### src/phr_pkg.sv
// shared types, constants and codes for the palette hue replacement block
package phr_pkg;

    // field widths
    localparam int ChanW   = 8;
    localparam int NumW    = 6;
    localparam int DenW    = 7;
    localparam int QuoW    = 8;
    localparam int RemW    = DenW + QuoW;
    localparam int CfgIdxW = 2;

    // quotient bits resolved per divider stage
    localparam int DivSteps      = QuoW;
    localparam int StepsPerStage = 2;
    localparam int DivStages     = DivSteps / StepsPerStage;

    // configuration register indexes
    localparam logic [CfgIdxW-1:0] CFG_NEW_HUE     = 2'd0;
    localparam logic [CfgIdxW-1:0] CFG_FIRST_ENTRY = 2'd1;
    localparam logic [CfgIdxW-1:0] CFG_LAST_ENTRY  = 2'd2;

    // configuration reset values
    localparam logic [ChanW-1:0] NewHueRst     = 8'd0;
    localparam logic [ChanW-1:0] FirstEntryRst = 8'd0;
    localparam logic [ChanW-1:0] LastEntryRst  = 8'd255;

    // hue byte landmarks: 120, 240 and 360 degrees
    localparam logic [ChanW-1:0] Hue120 = 8'd85;
    localparam logic [ChanW-1:0] Hue240 = 8'd170;
    localparam logic [ChanW-1:0] Hue360 = 8'd255;

    // last hue byte of each sector
    localparam logic [ChanW-1:0] SecEndRy = 8'd42;
    localparam logic [ChanW-1:0] SecEndYg = 8'd85;
    localparam logic [ChanW-1:0] SecEndGc = 8'd127;
    localparam logic [ChanW-1:0] SecEndCb = 8'd170;
    localparam logic [ChanW-1:0] SecEndBm = 8'd212;

    // hue sectors: red-yellow, yellow-green, green-cyan, cyan-blue, blue-magenta,
    // magenta-red
    typedef enum logic [2:0] {
        SEC_RY = 3'd0,
        SEC_YG = 3'd1,
        SEC_GC = 3'd2,
        SEC_CB = 3'd3,
        SEC_BM = 3'd4,
        SEC_MR = 3'd5
    } sector_t;

    typedef struct packed {
        logic [ChanW-1:0] entry_index;
        logic [ChanW-1:0] red_in;
        logic [ChanW-1:0] green_in;
        logic [ChanW-1:0] blue_in;
    } entry_t;

    typedef struct packed {
        logic [ChanW-1:0] index_out;
        logic [ChanW-1:0] red_out;
        logic [ChanW-1:0] green_out;
        logic [ChanW-1:0] blue_out;
        logic             was_changed;
    } result_t;

    // item state carried down the pipeline
    typedef struct packed {
        logic [ChanW-1:0] idx;
        logic             changed;
        sector_t          sector;
        logic [ChanW-1:0] red;
        logic [ChanW-1:0] green;
        logic [ChanW-1:0] blue;
        logic [ChanW-1:0] mx;
        logic [ChanW-1:0] mn;
        logic [NumW-1:0]  num;
        logic [DenW-1:0]  den;
        logic [RemW-1:0]  rem;
        logic [QuoW-1:0]  quo;
    } work_t;

endpackage

### src/palette_hue_replace.sv
// top level of the palette hue replacement block
//
// Recolors palette entries: an entry whose index lies in [first_entry, last_entry]
// keeps its largest and smallest channel and takes the hue new_hue; the middle
// channel becomes min + floor((max - min) * num / den) for the hue sector.
// Other entries pass through unchanged with was_changed low.
// Input channel: an item is taken at a clock edge with start high and busy low.
// busy is low in every cycle after the first one following reset, so an item
// can enter on every clock.
// Output channel: done marks result for exactly one cycle, once the item has passed
// the input, multiply, divider and output registers; results leave in order, one per
// item. The receiver cannot stall, so nothing is held back.
// Pipeline: input stage, multiply stage, four divider stages of two quotient bits
// each, and the output register. Throughput is one item a cycle.
// Configuration: cfg_valid/cfg_ready with cfg_index and cfg_data; index 0 is
// new_hue, 1 first_entry, 2 last_entry, other indexes are ignored. Write only
// while no item is in flight.
// Reset (rst_n low, asynchronous) empties the pipeline and restores new_hue 0,
// first_entry 0, last_entry 255; busy is high and cfg_ready low until the first
// clock edge after reset is released.
module palette_hue_replace (
    input  logic                       clk,
    input  logic                       rst_n,
    input  logic                       start,
    output logic                       busy,
    input  phr_pkg::entry_t            entry,
    output logic                       done,
    output phr_pkg::result_t           result,
    input  logic                       cfg_valid,
    output logic                       cfg_ready,
    input  logic [phr_pkg::CfgIdxW-1:0] cfg_index,
    input  logic [phr_pkg::ChanW-1:0]  cfg_data
);
    import phr_pkg::*;

    logic             run_reg;
    logic [ChanW-1:0] new_hue_reg;
    logic [ChanW-1:0] first_entry_reg;
    logic [ChanW-1:0] last_entry_reg;
    logic             take;
    logic             cfg_write;
    logic             stage_valid [DivStages+1];
    work_t            stage_work  [DivStages+1];

    assign busy      = ~run_reg;
    assign cfg_ready = run_reg;
    assign take      = start & run_reg;
    assign cfg_write = cfg_valid & run_reg;

    // run flag and configuration registers
    always_ff @(posedge clk or negedge rst_n)
    begin
        if (!rst_n)
        begin
            run_reg         <= 1'b0;
            new_hue_reg     <= NewHueRst;
            first_entry_reg <= FirstEntryRst;
            last_entry_reg  <= LastEntryRst;
        end
        else
        begin
            run_reg <= 1'b1;
            if (cfg_write)
            begin
                if (cfg_index == CFG_NEW_HUE)
                begin
                    new_hue_reg <= cfg_data;
                end
                if (cfg_index == CFG_FIRST_ENTRY)
                begin
                    first_entry_reg <= cfg_data;
                end
                if (cfg_index == CFG_LAST_ENTRY)
                begin
                    last_entry_reg <= cfg_data;
                end
            end
        end
    end

    // range check, max/min and product
    phr_front u_front (
        .clk         (clk),
        .rst_n       (rst_n),
        .take        (take),
        .entry       (entry),
        .new_hue     (new_hue_reg),
        .first_entry (first_entry_reg),
        .last_entry  (last_entry_reg),
        .work_valid  (stage_valid[0]),
        .work        (stage_work[0])
    );

    // divider chain
    for (genvar s = 0; s < DivStages; s++)
    begin : g_div
        phr_div_stage u_div (
            .clk       (clk),
            .rst_n     (rst_n),
            .in_valid  (stage_valid[s]),
            .in_work   (stage_work[s]),
            .out_valid (stage_valid[s+1]),
            .out_work  (stage_work[s+1])
        );
    end

    // channel placement and result register
    phr_back u_back (
        .clk      (clk),
        .rst_n    (rst_n),
        .in_valid (stage_valid[DivStages]),
        .in_work  (stage_work[DivStages]),
        .done     (done),
        .result   (result)
    );

endmodule

### src/phr_front.sv
// front stages: range check, max/min, sector decode, then spread times numerator
module phr_front (
    input  logic                     clk,
    input  logic                     rst_n,
    input  logic                     take,
    input  phr_pkg::entry_t          entry,
    input  logic [phr_pkg::ChanW-1:0] new_hue,
    input  logic [phr_pkg::ChanW-1:0] first_entry,
    input  logic [phr_pkg::ChanW-1:0] last_entry,
    output logic                     work_valid,
    output phr_pkg::work_t           work
);
    import phr_pkg::*;

    logic             s1_valid_reg;
    work_t            s1_reg;
    work_t            s1_next;
    logic             s2_valid_reg;
    work_t            s2_reg;
    work_t            s2_next;
    logic [ChanW-1:0] mx_rg;
    logic [ChanW-1:0] mn_rg;
    logic [ChanW-1:0] num_w;
    logic [ChanW-1:0] den_w;
    logic [ChanW-1:0] spread;
    sector_t          sector;

    // max and min of the red and green channels; blue joins in stage 1
    always_comb
    begin
        mx_rg = (entry.red_in > entry.green_in) ? entry.red_in : entry.green_in;
        mn_rg = (entry.red_in < entry.green_in) ? entry.red_in : entry.green_in;
    end

    // hue sector and the fraction of the spread for the middle channel
    always_comb
    begin
        priority if (new_hue <= SecEndRy)
        begin
            sector = SEC_RY;
            num_w  = new_hue;
            den_w  = Hue120 - new_hue;
        end
        else if (new_hue <= SecEndYg)
        begin
            sector = SEC_YG;
            num_w  = Hue120 - new_hue;
            den_w  = new_hue;
        end
        else if (new_hue <= SecEndGc)
        begin
            sector = SEC_GC;
            num_w  = new_hue - Hue120;
            den_w  = Hue240 - new_hue;
        end
        else if (new_hue <= SecEndCb)
        begin
            sector = SEC_CB;
            num_w  = Hue240 - new_hue;
            den_w  = new_hue - Hue120;
        end
        else if (new_hue <= SecEndBm)
        begin
            sector = SEC_BM;
            num_w  = new_hue - Hue240;
            den_w  = Hue360 - new_hue;
        end
        else
        begin
            sector = SEC_MR;
            num_w  = Hue360 - new_hue;
            den_w  = new_hue - Hue240;
        end
    end

    // stage 1 contents
    always_comb
    begin
        s1_next         = '0;
        s1_next.idx     = entry.entry_index;
        s1_next.changed = (entry.entry_index >= first_entry) &&
                          (entry.entry_index <= last_entry);
        s1_next.sector  = sector;
        s1_next.red     = entry.red_in;
        s1_next.green   = entry.green_in;
        s1_next.blue    = entry.blue_in;
        s1_next.mx      = (mx_rg > entry.blue_in) ? mx_rg : entry.blue_in;
        s1_next.mn      = (mn_rg < entry.blue_in) ? mn_rg : entry.blue_in;
        s1_next.num     = num_w[NumW-1:0];
        s1_next.den     = den_w[DenW-1:0];
    end

    // stage 2: product of spread and numerator seeds the divider
    always_comb
    begin
        spread      = s1_reg.mx - s1_reg.mn;
        s2_next     = s1_reg;
        s2_next.rem = RemW'(spread * s1_reg.num);
        s2_next.quo = '0;
    end

    // valid bits
    always_ff @(posedge clk or negedge rst_n)
    begin
        if (!rst_n)
        begin
            s1_valid_reg <= 1'b0;
            s2_valid_reg <= 1'b0;
        end
        else
        begin
            s1_valid_reg <= take;
            s2_valid_reg <= s1_valid_reg;
        end
    end

    // payload
    always_ff @(posedge clk)
    begin
        s1_reg <= s1_next;
        s2_reg <= s2_next;
    end

    assign work_valid = s2_valid_reg;
    assign work       = s2_reg;

endmodule

### src/phr_div_stage.sv
// one divider stage: resolves two quotient bits (StepsPerStage) by restoring division
module phr_div_stage (
    input  logic           clk,
    input  logic           rst_n,
    input  logic           in_valid,
    input  phr_pkg::work_t in_work,
    output logic           out_valid,
    output phr_pkg::work_t out_work
);
    import phr_pkg::*;

    logic            valid_reg;
    work_t           work_reg;
    work_t           work_next;
    logic [RemW-1:0] divisor;
    logic [RemW-1:0] rem;
    logic [QuoW-1:0] quo;

    // compare against the divisor aligned to the top quotient bit, shift per step
    always_comb
    begin
        divisor = RemW'({in_work.den, {(QuoW-1){1'b0}}});
        rem     = in_work.rem;
        quo     = in_work.quo;
        for (int i = 0; i < StepsPerStage; i++)
        begin
            if (rem >= divisor)
            begin
                rem = rem - divisor;
                quo = {quo[QuoW-2:0], 1'b1};
            end
            else
            begin
                quo = {quo[QuoW-2:0], 1'b0};
            end
            rem = {rem[RemW-2:0], 1'b0};
        end
        work_next     = in_work;
        work_next.rem = rem;
        work_next.quo = quo;
    end

    always_ff @(posedge clk or negedge rst_n)
    begin
        if (!rst_n)
        begin
            valid_reg <= 1'b0;
        end
        else
        begin
            valid_reg <= in_valid;
        end
    end

    always_ff @(posedge clk)
    begin
        work_reg <= work_next;
    end

    assign out_valid = valid_reg;
    assign out_work  = work_reg;

endmodule

### src/phr_back.sv
// back stage: middle value and channel placement into the result register
module phr_back (
    input  logic             clk,
    input  logic             rst_n,
    input  logic             in_valid,
    input  phr_pkg::work_t   in_work,
    output logic             done,
    output phr_pkg::result_t result
);
    import phr_pkg::*;

    logic             done_reg;
    result_t          result_reg;
    result_t          result_next;
    logic [ChanW-1:0] mid;

    // place max, mid and min by sector; untouched entries pass through
    always_comb
    begin
        mid                     = in_work.mn + in_work.quo;
        result_next.index_out   = in_work.idx;
        result_next.was_changed = in_work.changed;
        result_next.red_out     = in_work.red;
        result_next.green_out   = in_work.green;
        result_next.blue_out    = in_work.blue;
        if (in_work.changed)
        begin
            unique case (in_work.sector)
                SEC_RY:
                begin
                    result_next.red_out   = in_work.mx;
                    result_next.green_out = mid;
                    result_next.blue_out  = in_work.mn;
                end
                SEC_YG:
                begin
                    result_next.red_out   = mid;
                    result_next.green_out = in_work.mx;
                    result_next.blue_out  = in_work.mn;
                end
                SEC_GC:
                begin
                    result_next.red_out   = in_work.mn;
                    result_next.green_out = in_work.mx;
                    result_next.blue_out  = mid;
                end
                SEC_CB:
                begin
                    result_next.red_out   = in_work.mn;
                    result_next.green_out = mid;
                    result_next.blue_out  = in_work.mx;
                end
                SEC_BM:
                begin
                    result_next.red_out   = mid;
                    result_next.green_out = in_work.mn;
                    result_next.blue_out  = in_work.mx;
                end
                SEC_MR:
                begin
                    result_next.red_out   = in_work.mx;
                    result_next.green_out = in_work.mn;
                    result_next.blue_out  = mid;
                end
                default:
                begin
                    result_next.red_out   = in_work.mx;
                    result_next.green_out = mid;
                    result_next.blue_out  = in_work.mn;
                end
            endcase
        end
    end

    always_ff @(posedge clk or negedge rst_n)
    begin
        if (!rst_n)
        begin
            done_reg <= 1'b0;
        end
        else
        begin
            done_reg <= in_valid;
        end
    end

    always_ff @(posedge clk)
    begin
        result_reg <= result_next;
    end

    assign done   = done_reg;
    assign result = result_reg;

endmodule

### config.mk
export PLATFORM = sky130hd
export DESIGN_NAME = palette_hue_replace
export DESIGN_NICKNAME = d
export VERILOG_FILES = /design/src/phr_pkg.sv /design/src/palette_hue_replace.sv /design/src/phr_front.sv /design/src/phr_div_stage.sv /design/src/phr_back.sv
export SDC_FILE = /design/constraint.sdc
export NUM_CORES = 1
export LEC_CHECK = 0
export ABC_AREA = 1
export ABC_CLOCK_PERIOD_IN_PS = 4430
export BUFFER_PORTS_ARGS = -buffer_cell sky130_fd_sc_hd__buf_2
export CAP_MARGIN = 15
export CORE_MARGIN = 2
export CORE_UTILIZATION = 45
export CTS_BUF_LIST = sky130_fd_sc_hd__clkbuf_4 sky130_fd_sc_hd__clkbuf_8
export CTS_CLUSTER_SIZE = 12
export DETAILED_ROUTE_END_ITERATION = 8
export HOLD_SLACK_MARGIN = 0.08
export PLACE_DENSITY = 0.7
export SLEW_MARGIN = 10
export SYNTH_ARGS = -nofsm -noshare
export SYNTH_HDL_FRONTEND = slang
export SYNTH_SLANG_ARGS = --single-unit
### constraint.sdc
create_clock -name clk -period 4.43 [get_ports clk]
set_input_delay 0.2215 -clock clk [delete_from_list [all_inputs] [get_ports clk]]
set_output_delay 0.2215 -clock clk [all_outputs]
set_load 0.005 [all_outputs]
==> results.md, run 1 <==
- Synth Area in XOR/XNOR: 3.30%
- Syn_area_per_cell: 10.1 um2
- GRT Resource Usage Total: 17.5%
- Dpl hpwl: 25.8 mm
- Synth async-reset ratio: 6.61%
- Synth cell types: 58
- Ports: 82
- Ys Warns: 0
- Worst Reg2Reg Path Length in Cells: 22
- Antenna Nets Post-Route: 0
- Post-Syn Nets: 2,006
- Final count of negative-setup-slack endpoints: 0
- Pin count of the biggest net entering global routing: 35
- Worst relative slew slack: 47.3%
- Max Cap Viol: 0
- Core Area: 39,600 um2
- Wirelength per Cell: 14.2 um
- CP Capture Type: register
- Worst-Skew Late Latency: 630 ps
- Cell row count: 73
- Placement Setup Slack: -198 ps
- GR Overflow Total: 0
- Slew Limit Fails: 0
- Worst-path clk slew: 70 ps
- CP Max Fanout: 4
- Synthesized instance count: 1,785
- Ys flop type: dfxtp_1
- Number of global-route vias before repair: 12,190
- Via count: 12,332
- DRC violations left: 0
- Synth Cell Area: 18,100 um2
- Crit path kind: register to register
- Hold Path Class: input pin to async pin
- Initial Utilization: 45.6%
- Status: completed
- Max FFs per register: 282
- Die height: 204 um
- Vias per Instance: 4.81
- Crit path launch type: register
- Post-Synth Simple-Gate Area: 12.7%
- Die Width: 204 um
- Flops & latches, synth: 484
- 1st-iter DRT viols: 567
- CTS tree: built
- Full die area: 41,700 um2
- Worst Tran Pin Value: 784 ps
- H-Tree Depth: 3
- Worst Skew: 29.4 ps
- Worst Path Required: 4930 ps
- Final nets: 2,201
- First-pass GRT wire length: 58.6 mm
- Mux cell area share after synthesis: 0.0624%
- Num CTS Buffers: 73
- Final worst setup slack: 152 ps
- Initial antenna violation count: 0
- DRT Pass-1 Iters: 5
- Port buffer count: 81
- Worst Path Arrival: 4780 ps
- Main combinational cell family by area after synthesis: adder cells
- Clock Tree Buf Depth: 3
- Setup TNS: 0 ps
- RSZ-0062 raised after global routing: true
- CTS root buffer: clkbuf_8
- Fin. Hold Viols: 0
- Finished Core Util: 54.0%
- Drt total wl: 36.5 mm
- Fraction of layout instances using a drive strength above 1: 19.7%
- Sequential-to-total area share from yosys stat: 54.6%
- EDFF count, synth: 0
- Clk sinks: 484
- Area growth, synth to finish: 18.5%
- Compound-Gate Fraction of Synth Area: 10.1%
- Gpl congestion: 0.872
- Max Freq: 234 MHz
- Post-synthesis adder-cell area fraction: 13.5%
- Tcrit/Tclk final: 96.6%
- Ant diodes: 0
- Tmin final: 4280 ps
==> synth_stat cells (all sizes together) (2+ instances only) <==
library cell	n	area, um2
o2111ai	4	35.0
nor2	142	617
nand3b	3	22.5
nand2	281	1130
xnor2	23	201
nor3	10	60.1
o221ai	3	26.3
dfxtp	452	9050
or2	6	37.5
a22oi	3	22.5
buf	17	138
a221oi	15	131
o21a	4	30.0
inv	225	847
nand4	13	81.3
a31oi	6	37.5
a41oi	3	26.3
a211oi	6	67.6
o21ai	126	702
a21oi	100	568
fa	34	681
dfrtp	24	601
a21o	4	30.0
o22ai	3	18.8
dfstp	8	210
o211ai	5	37.5
nor4	2	12.5
ha	141	1760
o21bai	9	75.1
clkbuf	10	37.5
nand3	52	323
xor2	45	394
==> area by class of cell <==
cell class,instances,area (um2)
clock buffer,105,1320
clock inverter,28,256
fill,3402,18200
inverter,226,851
multi-input combinational,1048,7460
sequential,484,9860
tap,525,657
timing repair buffer,147,1010
==> layer usage <==
layer	wire, um	GRT usage [%]	up-vias	part of all wire, %
met5	0	0	-	0
met4	955	6.81	0	2.6
met3	2170	4.21	70	5.9
met2	17500	29.3	327	48
met1	15900	21.7	5746	44
li1	-	-	6189	-
==> cell families (layout without fill, tap and decap cells) <==
logic type	count (synthesis)	in the layout
multiplexers	1	1
other	1	1
AO/OA/AOI/OAI	293	293
buffers and inverters	253	506
flip-flops	484	484
adder cells (fa/ha/maj)	175	175
XOR/XNOR	68	68
AND/OR/NAND/NOR	510	510
==> per-stage QoR <==
stage	instance area, um2	hold WS, ps	instances
final	21400	162	2563
after floorplan	18100	-74.1	1785
after global placement	19100	278	2385
after global routing	21400	226	2563
after CTS	21200	153	2560
after detailed placement	19100	291	2385
==> repair_timing <==
action | in CTS | in global routing
hold buffers | 42 | 0
pin swaps | 4 | 30
setup endpoints to repair | 6 | 7
resized for setup | 13 | 52
hold endpoints to repair | 105 | 0
setup buffers | 0 | 3
gates cloned | 0 | 0
==> critical path: stages (launching register included) <==
cell and delay, ps:
dfxtp_2 340, inv_2 50, ha_4 150, fa_2 360
nor2_2 100, o21ai_1 70, nand2_1 80, nand2_1 60
nand2_1 80, a21oi_2 60, xor2_2 190, nor2_1 90
fa_1 520, fa_1 520, inv_1 50, fa_1 480
inv_2 50, ha_4 250, a21oi_4 170, o21ai_4 80
a21oi_2 170, o21ai_2 90, xor2_1 140
==> placed cells by master (no fill, tap or decap), types with 13 or more instances in the layout <==
master	netlist	final
a21oi_1	86	76
a21oi_2	12	19
a221oi_1	15	15
buf_2	7	81
buf_4	5	24
clkbuf_4	0	20
clkbuf_8	0	85
dfrtp_1	24	24
dfxtp_1	452	450
dlygate4sd3_1	0	42
fa_1	34	33
ha_1	141	133
inv_1	208	205
inv_2	16	19
nand2_1	259	251
nand2_2	18	24
nand3_1	44	44
nand4_1	13	13
nor2_1	131	123
o21ai_0	77	72
o21ai_1	30	31
o21ai_2	19	21
xnor2_1	23	21
xor2_1	45	44
==> worst paths after layout <==
kind / startpoint / to / slack [ps]
min in group clk: cfg_index[0] / new_hue_reg[1]$_DFFE_PN0P_ / 240
worst max-delay path: u_front.s1_reg[44]$_DFF_P_ / u_front.work[18]$_DFF_P_ / 150
worst min register to register: g_div[1].u_div.out_work[47]$_DFF_P_ / g_div[2].u_div.out_work[47]$_DFF_P_ / 310
worst max register to register: u_front.s1_reg[44]$_DFF_P_ / u_front.work[18]$_DFF_P_ / 150
max in group asynchronous: rst_n / first_entry_reg[5]$_DFFE_PN0P_ / 3830
worst min-delay path: rst_n / u_front.work_valid$_DFF_PN0_ / 160
Power of run 1 is not shown: default switching activity piles up to over one toggle a cycle in this logic, so the estimate is an artifact.
==> run 2: changes to the inputs <==
- ABC_CLOCK_PERIOD_IN_PS: 4430 -> 5300
- PLACE_DENSITY: 0.7 -> 0.67
- clock period: 4.43 -> 5.3 ns (I/O delays scaled with it)
==> run 2 against run 1 <==
Core utilization shrank 0.73 points. Die area is the same. Design area shrank 1.3%. Setup slack gained 250 ps.
==> results.md, run 2 (synthesized netlist as in run 1, its figures left out) <==
- Final nets: 2,181 (-0.91%)
- Max incr delay on CP: 520 ps (about the same)
- 1st-iter DRT viols: 596 (+5.1%)
- Vias per Instance: 4.74 (-1.5%)
- Fin. Hold Viols: 0 (unchanged)
- Layout Cells excl Fill: 2,540 (-0.90%)
- DRT Pass-1 Iters: 5 (unchanged)
- First-pass GRT wire length: 57.2 mm (-2.3%)
- Worst Path Arrival: 5370 ps (+590 ps)
- Drt total wl: 34.6 mm (-5.2%)
- Via count: 12,043 (-2.3%)
- Leading cell types in the layout, fill and taps excluded: dfxtp_1, nand2_1, inv_1
- Area growth, synth to finish: 16.9%
- Worst Reg2Reg Path Length in Cells: 22 (unchanged)
- Worst Tran Pin Value: 1040 ps (+260 ps)
- CTS resizes: 0 (-13)
- Worst relative slew slack: 30.4% (-17 points)
- Worst r2r dst: u_front.work[19]$_DFF_P_
- CP Capture Type: register
- Worst-Skew Late Latency: 610 ps (-20 ps)
- Worst-path clk slew: 60 ps (about the same)
- Gpl congestion: 0.865 (-0.86%)
- Wirelength per Cell: 13.6 um (-4.4%)
- Num CTS Buffers: 76 (+4.1%)
- Die height: 204 um (unchanged)
- Finished Core Util: 53.3% (-0.73 points)
- Clock Tree Buf Depth: 3 (unchanged)
- Final count of negative-setup-slack endpoints: 0 (unchanged)
- Fin Hold WS: 236 ps (+73.3 ps)
- Initial antenna violation count: 0 (unchanged)
- CTS tree: built
- Commonest non-fill, non-tap cell in the layout: dfxtp_1
- Setup TNS: 0 ps (unchanged)
- Placed insts: 2,365 (-0.84%)
- Status: completed
- Die Width: 204 um (unchanged)
- RSZ-0062 raised after global routing: false
- H-Tree Depth: 3 (unchanged)
- Max FFs per register: 282 (unchanged)
- Pin count of the biggest net entering global routing: 35 (unchanged)
- Port buffer count: 81 (unchanged)
- Dpl hpwl: 25.5 mm (-1.1%)
- Max Freq: 204 MHz (-13%)
- Tcrit/Tclk final: 92.5% (-4.1 points)
- Hold Path Class: input pin to async pin
- Clk sinks: 484 (unchanged)
- Worst Path Required: 5770 ps (+840 ps)
- Ports: 82 (unchanged)
- Full die area: 41,700 um2 (unchanged)
- Core Area: 39,600 um2 (unchanged)
- Reg2Reg Setup Slack: 400 ps (+250 ps)
- Initial Utilization: 45.6% (unchanged)
- Crit path launch type: register
- Ant diodes: 0 (unchanged)
- CP Cell Sequence: inv_1 > ha_1 > fa_1 > nor2_1 > o21ai_0 > nand2_1 > nand2_1 > nand2_1 > a21oi_1 > xor2_1 > nor2_1 > fa_1 > fa_1 > inv_1 > fa_1 > inv_1 > ha_1 > a21oi_1 > o21ai_0 > a21oi_1 > o21ai_0 > xor2_1
- Fraction of layout instances using a drive strength above 1: 16.3% (-3.3 points)
- Max Cap Viol: 0 (unchanged)
- Setup Fix Bufs, Post-CTS: 0 (unchanged)
- Number of global-route vias before repair: 12,024 (-1.4%)
- DRC violations left: 0 (unchanged)
- CP Max Fanout: 6 (+2)
- Slew Limit Fails: 0 (unchanged)
- Crit path kind: register to register
- Tmin final: 4900 ps (+623 ps)
- GRT Resource Usage Total: 16.9% (-0.61 points)
- Cell row count: 73 (unchanged)
- Antenna Nets Post-Route: 0 (unchanged)
- Slowest CP cell: fa_1
- Critical Path Most Common Cell: fa_1
- Worst Skew: 21.0 ps (-8.44 ps)
- GR Overflow Total: 0 (unchanged)
- R2r startpoint: u_front.s1_reg[44]$_DFF_P_
- CTS root buffer: clkbuf_8
[run 2: changes by cell type in the layout (fill, tap and decap cells not counted), sizes merged]
cell,change
bufinv,+6
clkinvlp,-5
inv,+1
clkbuf,+5
buf,-23
clkinv,-7
[run 2: worst max path at each step]
stage                                     from                  endpoint  slack [ps]  cells after the start
detailed placement  u_front.s1_reg[44]$_DFF_P_  u_front.work[19]$_DFF_P_         410                     22
floorplan           u_front.s1_reg[44]$_DFF_P_  u_front.work[19]$_DFF_P_         880                     22
finish              u_front.s1_reg[44]$_DFF_P_  u_front.work[19]$_DFF_P_         400                     22
global route        u_front.s1_reg[44]$_DFF_P_  u_front.work[19]$_DFF_P_          40                     22
CTS                 u_front.s1_reg[44]$_DFF_P_  u_front.work[19]$_DFF_P_         410                     22
global placement    u_front.s1_reg[44]$_DFF_P_  u_front.work[19]$_DFF_P_         560                     22
[run 2: repair_timing]
action / CTS / global route
endpoints found under the hold margin: 97 / 0
endpoints found under the setup margin: 0 / 0
hold buffers: 42 / 0
[run 2: final cells by class]
| class | count | area (um2) |
|---|---|---|
| clock inverter | 23 | 357 |
| clock buffer | 110 | 1390 |
| multi-input combinational | 1048 | 7170 |
| fill | 3476 | 18500 |
| sequential | 484 | 9860 |
| tap | 525 | 657 |
| inverter | 226 | 851 |
| timing repair buffer | 124 | 833 |
[run 2: worst max-delay path, delay by kind of cell, from the launching register on]
family / cells / cell delay [ps]
AOI/OAI and AO/OA: 6 / 860
xor gates and xnor gates: 2 / 550
adders and majority gates: 6 / 2420
buffers and inverters: 3 / 150
DFF: 1 / 340
and+or+nand+nor: 5 / 440
[run 2: per-layer routing]
layer / share of wire [%] / routed length (um) / vias to the layer above / global-route usage (%)
li1: - / - / 6141 / -
met5: 0 / 0 / - / 0
met1: 46 / 15900 / 5573 / 21.8
met3: 4.6 / 1580 / 62 / 3.60
met2: 47 / 16400 / 267 / 27.9
met4: 2.0 / 704 / 0 / 6.03
[run 2: per-stage QoR]
| stage | cell area (um2) | setup WS, ps |
|---|---|---|
| finish | 21100 | 399 |
| floorplan | 18100 | 878 |
| global route | 21100 | 40.1 |
| detailed placement | 19000 | 411 |
| global placement | 19000 | 565 |
| CTS | 21100 | 408 |
Power of run 2 is left out for the same reason.
==> run 3: changes to the inputs <==
- PLACE_DENSITY: 0.67 -> default
==> run 3 against run 2 <==
Non-clock buffer count up 1. First-iteration DRC count down 3.4%. Largest cell class unchanged. Flip-flop and latch count unchanged. Critical path depth unchanged. Critical path type unchanged. Maximum frequency up 2.3%.
==> results.md, run 3 (synthesized netlist as in run 1, its figures left out) <==
- Number of global-route vias before repair: 12,140 (+0.96%)
- Pin count of the biggest net entering global routing: 35 (unchanged)
- Via count: 11,830 (-1.8%)
- Worst Path Required: 5790 ps (+20 ps)
- GRT Resource Usage Total: 17.2% (+0.28 points)
- CP Cell Sequence: inv_1 > ha_1 > fa_1 > nor2_1 > o21ai_0 > nand2_1 > nand2_1 > nand2_1 > a21oi_1 > xor2_2 > nor2_1 > fa_1 > fa_1 > inv_1 > fa_1 > inv_1 > ha_1 > a21oi_1 > o21ai_0 > a21oi_1 > o21ai_0 > xor2_1
- Final count of negative-setup-slack endpoints: 0 (unchanged)
- Crit path launch type: register
- Setup Fix Bufs, Post-CTS: 0 (unchanged)
- 1st-iter DRT viols: 576 (-3.4%)
- Cell row count: 73 (unchanged)
- Initial Utilization: 45.6% (unchanged)
- DRC violations left: 0 (unchanged)
- Tcrit/Tclk final: 90.3% (-2.1 points)
- Clk sinks: 484 (unchanged)
- Slew Limit Fails: 0 (unchanged)
- Worst Skew: 33.7 ps (+12.7 ps)
- Area growth, synth to finish: 16.4%
- H-Tree Depth: 3 (unchanged)
- Final nets: 2,181 (unchanged)
- Commonest non-fill, non-tap cell in the layout: dfxtp_1
- Antenna Nets Post-Route: 0 (unchanged)
- Core Area: 39,600 um2 (unchanged)
- Drt total wl: 34.5 mm (-0.27%)
- Reg2Reg Setup Slack: 510 ps (+110 ps)
- Slowest CP cell: fa_1
- DRT Pass-1 Iters: 5 (unchanged)
- Gpl congestion: 0.820 (-5.2%)
- CP Max Fanout: 6 (unchanged)
- Port buffer count: 81 (unchanged)
- Max Freq: 209 MHz (+2.3%)
- Worst relative slew slack: 32.6% (+2.2 points)
- Vias per Instance: 4.66 (-1.8%)
- Die Width: 204 um (unchanged)
- Num CTS Buffers: 75 (-1.3%)
- Worst Path Arrival: 5270 ps (-100 ps)
- Die height: 204 um (unchanged)
- Fill count: 3,592 (+3.3%)
- Critical Path Most Common Cell: fa_1
- First-pass GRT wire length: 58.1 mm (+1.5%)
- Fraction of layout instances using a drive strength above 1: 16.4% (+0.050 points)
- CTS tree: built
- Fin Hold WS: 230 ps (-5.35 ps)
- Ports: 82 (unchanged)
- Ant diodes: 0 (unchanged)
- Clock Tree Buf Depth: 3 (unchanged)
- Fin. Hold Viols: 0 (unchanged)
- Wirelength per Cell: 13.6 um (-0.27%)
- Crit. Startpoint: u_front.s1_reg[44]$_DFF_P_
- Dpl hpwl: 26.0 mm (+1.9%)
- GR Overflow Total: 0 (unchanged)
- CP Capture Type: register
- Worst Tran Pin Value: 1010 ps (-33.6 ps)
- Max Cap Viol: 0 (unchanged)
- Worst-Skew Late Latency: 610 ps (about the same)
- Leading cell types in the layout, fill and taps excluded: dfxtp_1, nand2_1, inv_1
- Max incr delay on CP: 530 ps (about the same)
- Tmin final: 4790 ps (-112 ps)
- R2r startpoint: u_front.s1_reg[44]$_DFF_P_
- Initial antenna violation count: 0 (unchanged)
- Finished Core Util: 53.0% (-0.25 points)
- Setup TNS: 0 ps (unchanged)
- Max FFs per register: 282 (unchanged)
- Worst-path clk slew: 60 ps (about the same)
- RSZ-0062 raised after global routing: false
- Hold Path Class: input pin to async pin
- CTS root buffer: clkbuf_8
- Crit path kind: register to register
- Status: completed
- Full die area: 41,700 um2 (unchanged)
run 3: cell types whose count changed in the layout (fill, tap and decap cells not counted), sizes merged:
cell,previous run,this run
clkbuf,110,105
buf,82,83
clkinvlp,5,3
inv,227,228
bufinv,8,5
clkinv,9,17
run 3: worst paths after layout:
kind                                                  endpoint  cells after the start
max                                   u_front.work[19]$_DFF_P_                     22
min                                      u_back.done$_DFF_PN0_                      2
max reg2reg                           u_front.work[19]$_DFF_P_                     22
min reg2reg                g_div[2].u_div.out_work[77]$_DFF_P_                      0
max in group asynchronous       first_entry_reg[5]$_DFFE_PN0P_                      2
min in group clk                first_entry_reg[2]$_DFFE_PN0P_                      4
run 3: through the flow:
stage / instances / cell area (um2) / setup slack [ps]
after global routing: 2540 / 21000 / 123
after detailed placement: 2366 / 19000 / 438
after floorplan: 1785 / 18100 / 878
after CTS: 2540 / 21000 / 408
after global placement: 2366 / 19000 / 526
final: 2540 / 21000 / 512
run 3: final cells by class:
class	count	area (um2)	share of cell area [%]
clock inverters	27	300	1.43
multi-input cells	1048	7180	34.2
inverters	226	851	4.05
flip-flops and latches	484	9860	46.9
repair buffers	125	841	4.00
well taps	525	657	3.12
clock buffers	105	1330	6.34
run 3: timing repair:
item,in CTS,in global routing
resized for setup,0,1
endpoints found under the hold margin,101,0
setup endpoints to repair,0,1
hold buffers,42,0
run 3: worst max-delay path, delay by kind of cell, from the launching register on:
kind                     cells  cell delay, ps
XOR/XNOR                     2             420
AO/OA/AOI/OAI                6             880
flip-flops                   1             340
adder cells (fa/ha/maj)      6            2440
AND/OR/NAND/NOR              5             420
buffers and inverters        3             160
run 3: metal layers:
layer	GRT usage [%]	share of wire (%)
met2	27.6	46
met1	22.5	48
met3	4.40	4.7
met5	0	0
met4	5.77	1.5
Power of run 3 is left out for the same reason.
